## config.mk

```make
export PLATFORM = sky130hd
export DESIGN_NAME = signed_radix_digit_emitter
export DESIGN_NICKNAME = d
export VERILOG_FILES = /design/src/hdl/srde_pkg.sv /design/src/hdl/signed_radix_digit_emitter.sv
export SDC_FILE = /design/constraint.sdc
export NUM_CORES = 1
export LEC_CHECK = 0
export BUFFER_PORTS_ARGS = -buffer_cell sky130_fd_sc_hd__buf_2
export CORE_MARGIN = 2
export CORE_UTILIZATION = 35
export CTS_CLUSTER_DIAMETER = 100
export DETAILED_ROUTE_END_ITERATION = 16
export GPL_ROUTABILITY_DRIVEN = 0
export PLACE_DENSITY = 0.54
export SYNTH_ARGS = -nofsm -noshare
export SYNTH_HDL_FRONTEND = slang
export SYNTH_SLANG_ARGS = --single-unit
```

## constraint.sdc

```tcl
create_clock -name clk -period 9.5 [get_ports clk]
set_input_delay 0.475 -clock clk [delete_from_list [all_inputs] [get_ports clk]]
set_output_delay 0.475 -clock clk [all_outputs]
set_load 0.02 [all_outputs]
```

## src/hdl/srde_pkg.sv

```systemverilog
// Shared types and constants for the signed radix digit emitter.
`timescale 1ns / 1ps

package srde_pkg;

    // Sizing defaults
    localparam int VALUE_BITS_DEF = 32;
    localparam int ALPHABET_MAX   = 16;
    localparam int ALPHA_BYTES    = 16;
    localparam int RADIX_W        = 5;
    localparam int DIGIT_W        = 4;
    localparam int CFG_DATA_W     = 64;
    localparam int CFG_INDEX_W    = 2;

    // Configuration register indexes
    localparam logic [CFG_INDEX_W-1:0] CFG_RADIX_SIZE  = 2'd0;
    localparam logic [CFG_INDEX_W-1:0] CFG_ALPHA_FIRST = 2'd1;
    localparam logic [CFG_INDEX_W-1:0] CFG_ALPHA_SECOND = 2'd2;

    // Character codes
    localparam logic [7:0] CHAR_NUL   = 8'h00;
    localparam logic [7:0] CHAR_SPACE = 8'h20;
    localparam logic [7:0] CHAR_PLUS  = 8'h2B;
    localparam logic [7:0] CHAR_MINUS = 8'h2D;
    localparam logic [7:0] CTRL_LO    = 8'd9;
    localparam logic [7:0] CTRL_HI    = 8'd13;

    localparam logic [RADIX_W-1:0] RADIX_MIN = 5'd2;

    // Sequencer states
    typedef enum logic [2:0] {
        ST_IDLE,
        ST_CHECK,
        ST_DIVIDE,
        ST_PUSH,
        ST_SIGN,
        ST_EMIT,
        ST_BAD
    } state_t;

    // True for a byte that may not appear in the digit alphabet
    function automatic logic byte_forbidden(input logic [7:0] b);
        logic hit;
        hit = (b == CHAR_NUL) || (b == CHAR_SPACE) || (b == CHAR_PLUS) ||
              (b == CHAR_MINUS) || (b inside {[CTRL_LO:CTRL_HI]});
        return hit;
    endfunction

endpackage

```

## src/hdl/signed_radix_digit_emitter.sv

```systemverilog
// Top level: signed integer to text in a configurable radix, MSD first.
`timescale 1ns / 1ps

//  channel   ports                                      transfer when
//  input     start, busy, value                         start && !busy
//  result    result_strobe, character, last,            result_strobe
//            bad_alphabet
//  config    cfg_wen, cfg_index, cfg_data               cfg_wen
//
//  One item: alphabet check of up to radix_size bytes, then each digit in the
//  restoring divider (one quotient bit a cycle) and a push to the digit
//  stack, then an optional minus sign and the digit characters out.
//  Reset clears the sequencer and configuration registers.
//  Results are strobed for one cycle each; the receiver cannot stall.
//  busy stays high until the last character has been strobed.

module signed_radix_digit_emitter #(
    parameter int VALUE_BITS = srde_pkg::VALUE_BITS_DEF
) (
    input  logic                               clk,
    input  logic                               rst_n,
    input  logic                               start,
    output logic                               busy,
    input  logic signed [31:0]                 value,
    output logic                               result_strobe,
    output logic [7:0]                         character,
    output logic                               last,
    output logic                               bad_alphabet,
    input  logic                               cfg_wen,
    input  logic [srde_pkg::CFG_INDEX_W-1:0]   cfg_index,
    input  logic [srde_pkg::CFG_DATA_W-1:0]    cfg_data
);

    localparam int CNT_W  = $clog2(VALUE_BITS + 1);
    localparam int IDX_W  = $clog2(VALUE_BITS);
    localparam int STEP_W = $clog2(VALUE_BITS);
    localparam int RW     = srde_pkg::RADIX_W;
    localparam int DW     = srde_pkg::DIGIT_W;

    // Configuration registers
    logic [RW-1:0]                      radix_size_reg;
    logic [srde_pkg::CFG_DATA_W-1:0]    alpha_first_reg;
    logic [srde_pkg::CFG_DATA_W-1:0]    alpha_second_reg;
    logic [8*srde_pkg::ALPHA_BYTES-1:0] alphabet;

    // Sequencer and datapath
    srde_pkg::state_t   state_reg, state_next;
    logic [VALUE_BITS-1:0] mag_reg, mag_next;
    logic [DW-1:0]      rem_reg, rem_next;
    logic [STEP_W-1:0]  step_reg, step_next;
    logic [CNT_W-1:0]   count_reg, count_next;
    logic [DW-1:0]      chk_idx_reg, chk_idx_next;
    logic               neg_reg, neg_next;
    logic [DW-1:0]      stack_mem [VALUE_BITS];

    logic               accept;
    logic               size_bad;
    logic [7:0]         chk_byte;
    logic               dup_hit;
    logic               chk_bad;
    logic               chk_last;
    logic [RW-1:0]      trial;
    logic               trial_ge;
    logic [RW-1:0]      trial_diff;
    logic               step_last;
    logic               push_done;
    logic [IDX_W-1:0]   pop_idx;
    logic [DW-1:0]      pop_digit;
    logic [VALUE_BITS-1:0] raw;

    assign alphabet = {alpha_second_reg, alpha_first_reg};
    assign accept   = start && (state_reg == srde_pkg::ST_IDLE);
    assign busy     = (state_reg != srde_pkg::ST_IDLE);

    // Radix size out of range
    assign size_bad = (radix_size_reg < srde_pkg::RADIX_MIN) ||
                      (radix_size_reg > RW'(srde_pkg::ALPHABET_MAX));

    // Alphabet check of byte chk_idx against forbidden codes and later bytes
    assign chk_byte = alphabet[8*chk_idx_reg +: 8];
    always_comb
    begin
        dup_hit = 1'b0;
        for (int j = 0; j < srde_pkg::ALPHA_BYTES; j++)
        begin
            if ((RW'(j) > {1'b0, chk_idx_reg}) && (RW'(j) < radix_size_reg) &&
                (alphabet[8*j +: 8] == chk_byte))
            begin
                dup_hit = 1'b1;
            end
        end
    end
    assign chk_bad  = srde_pkg::byte_forbidden(chk_byte) || dup_hit;
    assign chk_last = ({1'b0, chk_idx_reg} == (radix_size_reg - RW'(1)));

    // Restoring division step: one quotient bit per cycle
    assign trial      = {rem_reg, mag_reg[VALUE_BITS-1]};
    assign trial_ge   = (trial >= radix_size_reg);
    assign trial_diff = trial - radix_size_reg;
    assign step_last  = (step_reg == STEP_W'(VALUE_BITS - 1));

    // Digit loop ends on a zero quotient or a full stack
    assign push_done = (mag_reg == '0) || (count_reg == CNT_W'(VALUE_BITS - 1));

    assign raw       = value[VALUE_BITS-1:0];
    assign pop_idx   = IDX_W'(count_reg - CNT_W'(1));
    assign pop_digit = stack_mem[pop_idx];

    // Configuration writes
    always_ff @(posedge clk or negedge rst_n)
    begin
        if (!rst_n)
        begin
            radix_size_reg   <= '0;
            alpha_first_reg  <= '0;
            alpha_second_reg <= '0;
        end
        else if (cfg_wen)
        begin
            case (cfg_index)
                srde_pkg::CFG_RADIX_SIZE:   radix_size_reg   <= cfg_data[RW-1:0];
                srde_pkg::CFG_ALPHA_FIRST:  alpha_first_reg  <= cfg_data;
                srde_pkg::CFG_ALPHA_SECOND: alpha_second_reg <= cfg_data;
                default: ;
            endcase
        end
    end

    // Next state
    always_comb
    begin
        state_next = state_reg;
        case (state_reg)
            srde_pkg::ST_IDLE:
            begin
                if (accept)
                    state_next = size_bad ? srde_pkg::ST_BAD : srde_pkg::ST_CHECK;
            end
            srde_pkg::ST_CHECK:
            begin
                if (chk_bad)
                    state_next = srde_pkg::ST_BAD;
                else if (chk_last)
                    state_next = srde_pkg::ST_DIVIDE;
            end
            srde_pkg::ST_DIVIDE:
            begin
                if (step_last)
                    state_next = srde_pkg::ST_PUSH;
            end
            srde_pkg::ST_PUSH:
            begin
                if (!push_done)
                    state_next = srde_pkg::ST_DIVIDE;
                else if (neg_reg)
                    state_next = srde_pkg::ST_SIGN;
                else
                    state_next = srde_pkg::ST_EMIT;
            end
            srde_pkg::ST_SIGN:
                state_next = srde_pkg::ST_EMIT;
            srde_pkg::ST_EMIT:
            begin
                if (count_reg == CNT_W'(1))
                    state_next = srde_pkg::ST_IDLE;
            end
            srde_pkg::ST_BAD:
                state_next = srde_pkg::ST_IDLE;
            default:
                state_next = srde_pkg::ST_IDLE;
        endcase
    end

    // Datapath next values
    always_comb
    begin
        mag_next     = mag_reg;
        rem_next     = rem_reg;
        step_next    = step_reg;
        count_next   = count_reg;
        chk_idx_next = chk_idx_reg;
        neg_next     = neg_reg;
        case (state_reg)
            srde_pkg::ST_IDLE:
            begin
                if (accept)
                begin
                    neg_next     = raw[VALUE_BITS-1];
                    mag_next     = raw[VALUE_BITS-1] ? (~raw + VALUE_BITS'(1)) : raw;
                    chk_idx_next = '0;
                    rem_next     = '0;
                    step_next    = '0;
                    count_next   = '0;
                end
            end
            srde_pkg::ST_CHECK:
                chk_idx_next = chk_idx_reg + DW'(1);
            srde_pkg::ST_DIVIDE:
            begin
                rem_next  = trial_ge ? trial_diff[DW-1:0] : trial[DW-1:0];
                mag_next  = {mag_reg[VALUE_BITS-2:0], trial_ge};
                step_next = step_reg + STEP_W'(1);
            end
            srde_pkg::ST_PUSH:
            begin
                count_next = count_reg + CNT_W'(1);
                rem_next   = '0;
                step_next  = '0;
            end
            srde_pkg::ST_EMIT:
                count_next = count_reg - CNT_W'(1);
            default: ;
        endcase
    end

    // Result outputs
    always_comb
    begin
        result_strobe = 1'b0;
        character     = srde_pkg::CHAR_NUL;
        last          = 1'b0;
        bad_alphabet  = 1'b0;
        case (state_reg)
            srde_pkg::ST_SIGN:
            begin
                result_strobe = 1'b1;
                character     = srde_pkg::CHAR_MINUS;
            end
            srde_pkg::ST_EMIT:
            begin
                result_strobe = 1'b1;
                character     = alphabet[8*pop_digit +: 8];
                last          = (count_reg == CNT_W'(1));
            end
            srde_pkg::ST_BAD:
            begin
                result_strobe = 1'b1;
                last          = 1'b1;
                bad_alphabet  = 1'b1;
            end
            default: ;
        endcase
    end

    // Control registers
    always_ff @(posedge clk or negedge rst_n)
    begin
        if (!rst_n)
        begin
            state_reg   <= srde_pkg::ST_IDLE;
            mag_reg     <= '0;
            rem_reg     <= '0;
            step_reg    <= '0;
            count_reg   <= '0;
            chk_idx_reg <= '0;
            neg_reg     <= 1'b0;
        end
        else
        begin
            state_reg   <= state_next;
            mag_reg     <= mag_next;
            rem_reg     <= rem_next;
            step_reg    <= step_next;
            count_reg   <= count_next;
            chk_idx_reg <= chk_idx_next;
            neg_reg     <= neg_next;
        end
    end

    // Digit stack, least significant digit first
    always_ff @(posedge clk)
    begin
        if (state_reg == srde_pkg::ST_PUSH)
            stack_mem[count_reg[IDX_W-1:0]] <= rem_reg;
    end

endmodule
```

# After elaboration in Yosys (flattened, before gate mapping)
# Memories as Yosys holds them, arrays and structs flattened.
# Index checks and enable logic that the tools add are counted.
dict set report word_totals {
  reg_bits 188
  wordCells 189
  memories 1
  input_bits 102
  ram_bits 128
}
dict set report op_classes {
  shift 2
  order_cmp 35
  n_mux 41
  eq_ne 34
  n_reduce_logical 58
  bitwise 1
  n_addsub 7
}
# name depth width rd rd_ports_with_merged_regs write_ports line_no
set memory_table {}
lappend memory_table {stack_mem 32 4 1 0 1 signed_radix_digit_emitter.sv:54} ;# logic [DW-1:0] stack_mem [VALUE_BITS];
# op count
set op_table {}
lappend op_table {{indexed part select 128 x 8 -> 8 bit} 2}
lappend op_table {{== test 8 bit} 15}
lappend op_table {{two-way mux 32 bit} 2}
lappend op_table {{one-hot mux 32 bit (2 select lines)} 1}
lappend op_table {{less-than comparator 4 x 5 -> 1 bit (first input constant)} 8}
lappend op_table {{adder 32 x 1 -> 32 bit (second input constant)} 1}
lappend op_table {{greater-than comparator 4 bit (first input constant)} 8}
lappend op_table {{logical AND 1 bit} 32}
lappend op_table {{logical NOT 32 bit} 1}
lappend op_table {{NOT 32 bit} 1}
lappend op_table {{== test 8 x 6 -> 1 bit (second input constant)} 3}
lappend op_table {{two-way mux 3 bit} 7}
lappend op_table {{less-than comparator 3 x 5 -> 1 bit (first input constant)} 4}
lappend op_table {{two-way mux 1 bit} 20}
lappend op_table {{one-hot mux 3 bit (6 select lines)} 1}
lappend op_table {{one-hot mux 6 bit (3 select lines)} 1}
lappend op_table {{greater-than comparator 3 x 4 -> 1 bit (first input constant)} 4}
lappend op_table {{one-hot mux 8 bit (2 select lines)} 1}
lappend op_table {{AND reduction 2 bit} 8}
lappend op_table {{one-hot mux 5 bit (3 select lines)} 1}
lappend op_table {{one-hot mux 4 bit (3 select lines)} 1}
lappend op_table {{less-than comparator 2 x 5 -> 1 bit (first input constant)} 2}
lappend op_table {{== test 3 bit (second input constant)} 3}
lappend op_table {{nonzero test 3 bit} 3}
lappend op_table {{36 further kinds} 48}

# Longest topological paths before layout
# Gate-level depths: netlist (run 1).
dict set report logic_depth {
  word_depth 21
  depth_mapped 18
  ltp_nobuf 11
}

# Least setup slack after synthesis (run 1)
# No wires, ideal clock.
dict set report synth_timing {
  kind {flip-flop to output port}
  from {reg count_reg[0]}
  to {out character[4]}
  t_arrival_ns 4.152
  required_ns 9.025
  path_stages_with_launch 15
  path_slack_ns 4.873
  path_buffers 7
  path_cell_list {dfrtp_1 -> buf_6 -> buf_6 -> buf_2 -> inv_1 -> ha_1 -> buf_2 -> buf_2 -> buf_4 -> clkbuf_1 -> mux4_2 -> mux4_1 -> mux2i_2 -> a31oi_1 -> a211oi_1}
}
dict set report synth_between {
  elab_chain_cells 4
}
# item line_no
set synth_rtl {}
lappend synth_rtl {{from (decl)} signed_radix_digit_emitter.sv:51} ;# logic [CNT_W-1:0] count_reg, count_next;
lappend synth_rtl {{from (signal assigned)} signed_radix_digit_emitter.sv:264} ;# count_reg <= count_next;
lappend synth_rtl {{subtractor 6 x 1 -> 6 bit} n/a}
lappend synth_rtl {{memory read (32 x 4 bit)} n/a}
lappend synth_rtl {{indexed part select 128 x 8 -> 8 bit} signed_radix_digit_emitter.sv:232} ;# character = alphabet[8*pop_digit +: 8];
lappend synth_rtl {{one-hot mux 8 bit (2 select lines)} signed_radix_digit_emitter.sv:223} ;# case (state_reg)
lappend synth_rtl {{to (decl)} signed_radix_digit_emitter.sv:26} ;# output logic [7:0] character,
# No other way between the ends.

# Final worst setup path (run 1)
dict set report layout_timing {
  from {reg count_reg[0]}
  to {out character[6]}
}
# The elaborated chain is that of the path after synthesis.

==> flow_summary_export.csv, run 1 <==
group,metric,value,unit
power,seq_power_share,43.9,%
global_routing,grt_overflow,0,
sta,tightest_slew,1.23,ns
detailed_routing,via_per_inst,5.56,
layout,antennaDiodeCount,0,
floorplan,rows,83,
logic_synthesis,yosys_warnings,0,
detailed_routing,wl_per_cell,22.5,um
critical_path,max_stage_delay,0.95,ns
floorplan,die_w,232,um
global_routing,grt_pass1_wl,79.4,mm
critical_path,path_class,"flip-flop to output port",
logic_synthesis,synth_cells,1513,
logic_synthesis,avgSynthCellArea,12.0,um^2
logic_synthesis,synthTopCellsByArea,"dfrtp_1 (26%), edfxtp_1 (21%), mux2_2 (9.3%)",
layout,largest_reg_flops,128,
logic_synthesis,synth_area,18100,um^2
power,p_int,2.80,mW
logic_synthesis,synth_seq_cells,316,
global_routing,grt_max_degree,71,
floorplan,floorplan.initialDensity,35.4,%
critical_path,worstSetupEndpointType,"output port",
layout,fillers,4915,
power,p_sw,1.09,mW
critical_path,slowest_stage,"ha_2",
floorplan,dieArea,53700,um^2
flow_run,max_cap_violations,0,
clock_network,cts_root_buffer,"clkbuf_16",
power,power-per-cell-area,190,nW/um^2
power,peakVddDrop,120,uV
logic_synthesis,synth_common_cells,"dfrtp_1 (188), mux2_2 (150), edfxtp_1 (128), o21ai_0 (96), nand2_1 (87)",
sta,fin_crit,6.45,ns
clock_network,cts.sinks,316,
critical_path,worstPathRequired,9.03,ns
logic_synthesis,synth_ff_type,"dfrtp_1",
critical_path,cp_data_arrival_time,5.97,ns
layout,area_growth,13.1,%
logic_synthesis,synth_enable_flop_cells,128,
clock_network,htree_levels,2,
sta,fmax,155,MHz
floorplan,coreArea,51300,um^2
layout,nNetsFinal,1708,
detailed_routing,wl,51.6,mm
critical_path,start_kind,"flip-flop",
global_routing,antenna_found_initial,6,
logic_synthesis,synth_largest_area_cell,"dfrtp_1",
layout,drive_above_1_share,25.1,%
sta,whs,0.148,ns
logic_synthesis,yosysUniqueCellTypes,74,
floorplan,ioPinCount,114,
detailed_routing,drt_iter0_markers,1113,
sta,finClkSkew,0.0243,ns
sta,tns,0,ns
status,outcome,"complete, no violations",
placement,io_buffers,113,
sta,fin_crit_sh,67.9,%
sta,hold_violations,0,
critical_path,cp_max_fo,41,
clock_network,tritoncts,"done",
detailed_routing,dr.pass1.iters,6,
layout,multi_input_area,9010,um^2
logic_synthesis,synth_top_cell_area_share,25.9,%
critical_path,reg2reg_from,"chk_idx_reg[0]$_DFFE_PN0P_",
detailed_routing,ant_nets,0,
sta,finalSetupViolCount,0,
critical_path,critPathCapture,"character[6]",
power,power_frac_clock,39.6,%
power,p_leak,7.51,nW
critical_path,crit_path_start,"count_reg[0]$_DFFE_PN0P_",
logic_synthesis,synth.most_common_cell,"dfrtp_1",
clock_network,post-cts-setup-buffers,0,
layout,ff_latch_area,8550,um^2
critical_path,r2r_setup_slack,4.84,ns
clock_network,cts_buffers,36,
power,comb_power_share,16.6,%
power,swShare,28.0,%
clock_network,clkTransAtPathRegs,0.06,ns
critical_path,ff2ff_path_depth,11,
global_routing,grt_pass1_vias,12800,
logic_synthesis,async_flop_share,59.5,%
detailed_routing,drcViolationCount,0,
critical_path,crit_chain,"buf_4 -> inv_1 -> ha_2 -> mux4_2 -> mux4_1 -> mux2i_2 -> nor2_1 -> a21oi_1 -> a31oi_1 -> a211oi_1 -> buf_2",
sta,max_slew_margin,18.3,%
sta,rsz0062_at_grt,"false",
critical_path,timing.rr.end,"state_reg[0]$_DFFE_PN0P_",
detailed_routing,dr_total_vias,12700,
global_routing,grt_use_total,19.4,%
clock_network,clk_latency,0.57,ns
placement,post-dp-hpwl,36.8,mm
floorplan,die_y,232,um
logic_synthesis,synth_nets,1635,
logic_synthesis,synth-seq-area-share,47.1,%
clock_network,cts_max_path_buffers,3,
hold_path,hp-class,"input pin to flip-flop",
sta,slew_viol_final,0,
kinds of logic (layout without fill, tap and decap cells):
family | Yosys count | in the layout | synth area share [%]
buffers and inverters | 116 | 215 | 3.29
adders and majority gates | 20 | 20 | 1.42
DFF | 316 | 316 | 47.1
and+or+nand+nor | 327 | 327 | 9.04
muxes | 289 | 289 | 21.1
AOI/OAI and AO/OA | 303 | 303 | 11.2
xor gates and xnor gates | 142 | 142 | 6.90
layout make-up:
type	count	share of cell area, %
Multi-Input combinational cell	1081	43.9
Sequential cell	316	41.7
Clock buffer	44	4.79
Tap cell	680	4.15
Timing Repair Buffer	130	3.43
Clock inverter	20	1.60
Inverter	21	0.384
worst max-delay path, delay by kind of cell (launching register included):
family / cells / cell delay (ns)
AND/OR/NAND/NOR: 1 / 0.47
buffers and inverters: 3 / 1.04
flip-flops: 1 / 0.34
adder cells (fa/ha/maj): 1 / 0.95
multiplexers: 3 / 1.74
AO/OA/AOI/OAI: 3 / 0.83
cell usage in the layout, fill, tap and decap left out, types with 9 or more instances in the layout:
cell and instances:
nor4_1 25, nor2_1 75, a22o_1 9, nand3_1 26, xor2_1 68, inv_1 20, dfrtp_1 185, clkbuf_16 37
nor2b_1 12, mux2i_1 83, a21o_1 11, ha_1 18, buf_2 112, o21ai_0 96, nor3b_1 9, xnor2_1 73
mux4_2 36, nand4_1 14, o221ai_1 9, o31ai_1 11, buf_4 16, nor3_1 20, mux4_1 16, a211oi_1 13
a31oi_1 15, a21oi_1 39, edfxtp_1 128, a22oi_1 41, nand2_1 87, mux2_2 150
through the flow:
stage                     cells  cell area, um^2  worst slack (ns)  util [%]  power, mW
after CTS                  2292            20500              2.96      40.0       3.93
final                      2292            20500              3.05      40.0       3.89
after detailed placement   2227            19200              3.56      37.4       2.37
after global routing       2292            20500              2.69      40.0       4.06
after floorplan            1513            18100              4.87         -       2.13
after global placement     2227            19200              3.74      37.4       2.36
repair_timing:
action | CTS | global route
hold buffers | 1 | 0
endpoints found under the hold margin | 51 | 0
gates resized for setup | 0 | 0
per-layer routing:
layer	track usage [%]	vias to the layer above	routed length, um
met5	0	-	62
met4	6.69	10	1510
met3	3.36	106	2980
met2	31.2	414	24100
met1	26.5	6350	22900
li1	-	5865	-
worst min-delay path by stage:
| stage | endpoint | depth (start not counted) | start | slack, ns |
|---|---|---|---|---|
| 2_1_floorplan | alpha_first_reg[0]$_DFFE_PN0P_ | 0 | rst_n | 0.18 |
| 3_3_place_gp | alpha_second_reg[41]$_DFFE_PN0P_ | 1 | rst_n | 0.45 |
| 3_5_place_dp | alpha_second_reg[41]$_DFFE_PN0P_ | 1 | rst_n | 0.46 |
| 4_1_cts | alpha_first_reg[35]$_DFFE_PN0P_ | 2 | cfg_data[35] | 0.12 |
| 5_1_grt | alpha_second_reg[19]$_DFFE_PN0P_ | 2 | cfg_data[19] | 0.13 |
| 6_report | alpha_first_reg[35]$_DFFE_PN0P_ | 2 | cfg_data[35] | 0.15 |
power by group through the flow:
stage / combinational [mW] / clock, mW / sequential [mW]
after floorplan: 0.494 / 0 / 1.63
after global placement: 0.631 / 0 / 1.73
after detailed placement: 0.641 / 0 / 1.73
after CTS: 0.646 / 1.58 / 1.70
after global routing: 0.704 / 1.64 / 1.72
final: 0.644 / 1.54 / 1.71
(Power assumes the default switching activity.)
==> run 2, diff against run 1 <==
Settings changed: PLACE_DENSITY 0.54 to 0.56.
Clock period 9.5 ns to 5.32 ns, I/O delays scaled along.
==> run 2 against run 1 <==
  * Via count is 2.7% higher
  * Cell area is 2.9% higher
  * Sequential power is 78% higher
  * Register-to-register slack worse by 4.2 ns
  * Critical endpoint is now character[4]
  * Largest power group unchanged
  * Highest routed layer is now met4
==> flow_summary_export.csv, run 2 (synthesized netlist as in run 1, its figures left out) <==
group,metric,value,unit
flow_run,max_cap_violations,0,
sta,tightest_slew,1.21,ns
clock_network,tritoncts,"done",
floorplan,coreArea,51300,um^2
global_routing,antenna_found_initial,0,
sta,rsz0062_at_grt,"false",
critical_path,start_kind,"flip-flop",
sta,final.setup.worst_slack,0.212,ns
sta,fin_crit,5.11,ns
layout,fillers,4937,
global_routing,grt_use_total,19.3,%
floorplan,floorplan.initialDensity,35.4,%
hold_path,hp-class,"input pin to flip-flop",
clock_network,clk_latency,0.57,ns
floorplan,dieArea,53700,um^2
detailed_routing,wl,51.7,mm
critical_path,worstPathRequired,5.05,ns
clock_network,cts_repair_resize_count,0,
detailed_routing,drt_iter0_markers,1105,
critical_path,worstSetupEndpointType,"output port",
layout,final_cell_area,21100,um^2
floorplan,die_y,232,um
floorplan,rows,83,
layout,largest_reg_flops,128,
global_routing,grt_pass1_vias,13100,
power,finalPower,6.86,mW
clock_network,clkTransAtPathRegs,0.07,ns
sta,whs,0.0205,ns
critical_path,path_class,"flip-flop to output port",
placement,dp.cells,2233,
clock_network,cts.sinks,316,
global_routing,grt_max_degree,105,
clock_network,cts_max_path_buffers,3,
placement,place_area,19200,um^2
detailed_routing,via_per_inst,5.55,
detailed_routing,ant_nets,0,
layout,final_common_cell,"dfrtp_1",
clock_network,cts_root_buffer,"clkbuf_16",
status,outcome,"complete, no violations",
sta,tns,0,ns
power,peakVddDrop,187,uV
layout,nNetsFinal,1774,
sta,finalSetupViolCount,0,
detailed_routing,drcViolationCount,0,
critical_path,cp_max_fo,67,
detailed_routing,dr_total_vias,13100,
sta,slew_viol_final,0,
power,power-per-cell-area,325,nW/um^2
layout,final_cell_mix,"dfrtp_1 (185), mux2_2 (150), edfxtp_1 (128)",
global_routing,grt_pass1_wl,79.0,mm
placement,post-dp-hpwl,36.8,mm
floorplan,ioPinCount,114,
detailed_routing,dr.pass1.iters,5,
critical_path,cp_data_arrival_time,4.84,ns
global_routing,grt_overflow,0,
layout,area_growth,16.3,%
layout,antennaDiodeCount,0,
sta,max_slew_margin,19.7,%
layout,utilization,41.1,%
layout,drive_above_1_share,24.0,%
sta,finClkSkew,0.0201,ns
floorplan,die_w,232,um
placement,preCtsSetupSlack,0.761,ns
layout,fin_cells,2360,
placement,io_buffers,113,
sta,fmax,196,MHz
clock_network,htree_levels,2,
sta,fin_crit_sh,96.0,%
detailed_routing,wl_per_cell,21.9,um
sta,hold_violations,0,
clock_network,cts_buffers,36,
power,p_leak,7.75,nW
## run 2: cell types whose count changed in the layout (fill, tap and decap cells not counted)
cell	delta
buf_4	+5
clkinv_1	+6
buf_12	+1
clkbuf_8	-3
ha_1	+1
inv_6	+1
clkinvlp_4	+1
ha_2	-1
clkbuf_1	+2
dlygate4sd3_1	+60
clkinv_2	-3
bufinv_16	-2
## run 2: final timing paths
kind / startpoint / end / depth (start not counted) / slack, ns
max: count_reg[1]$_DFFE_PN0P_ / character[4] / 13 / 0.21
min: cfg_data[8] / alpha_second_reg[8]$_DFFE_PN0P_ / 2 / 0.02
max reg2reg: chk_idx_reg[0]$_DFFE_PN0P_ / state_reg[1]$_DFFE_PN0P_ / 9 / 0.67
min reg2reg: step_reg[2]$_DFFE_PN0P_ / step_reg[2]$_DFFE_PN0P_ / 1 / 0.51
max in group asynchronous: rst_n / alpha_first_reg[42]$_DFFE_PN0P_ / 3 / 3.82
min in group asynchronous: rst_n / alpha_second_reg[33]$_DFFE_PN0P_ / 2 / 0.37
## run 2: per-layer routing
layer  part of all wire (%)  GRT usage [%]  vias to the layer above  wire (um)
met1                     44           25.9                     6548      22800
met3                    5.2           2.60                      110       2680
met2                     47           31.3                      405      24200
met4                    4.0           8.17                        0       2050
met5                      0              0                        -          0
li1                       -              -                     6024          -
## run 2: area by class of cell
class / count / area (um^2) / share of cell area (%)
multi-input cells: 1081 / 9010 / 42.7
repair buffers: 196 / 1360 / 6.46
inverters: 21 / 78.8 / 0.374
clock inverters: 23 / 293 / 1.39
clock buffers: 43 / 948 / 4.50
well taps: 680 / 851 / 4.03
flip-flops and latches: 316 / 8550 / 40.5
## run 2: power breakdown
part / internal, mW / leakage, nW / switching, mW
combinational: 0.606 / 3.96 / 0.584
sequential: 2.71 / 3.19 / 0.326
clock: 1.58 / 0.598 / 1.05
total: 4.90 / 7.75 / 1.96
## run 2: worst max-delay path, cell delays in order (launching register included)
cell      delay (ns)
dfrtp_1         0.50
inv_1           0.13
ha_1            0.35
buf_4           0.42
mux4_1          0.42
mux4_1          0.55
mux2i_4         0.19
buf_12          0.35
mux2_2          0.24
nor3b_1         0.05
a21oi_1         0.15
a31oi_1         0.11
a211oi_1        0.49
buf_2           0.26
## run 2: what timing repair did
item | CTS | global route
endpoints found under the hold margin | 220 | 0
setup buffers | 0 | 0
hold buffers | 61 | 0
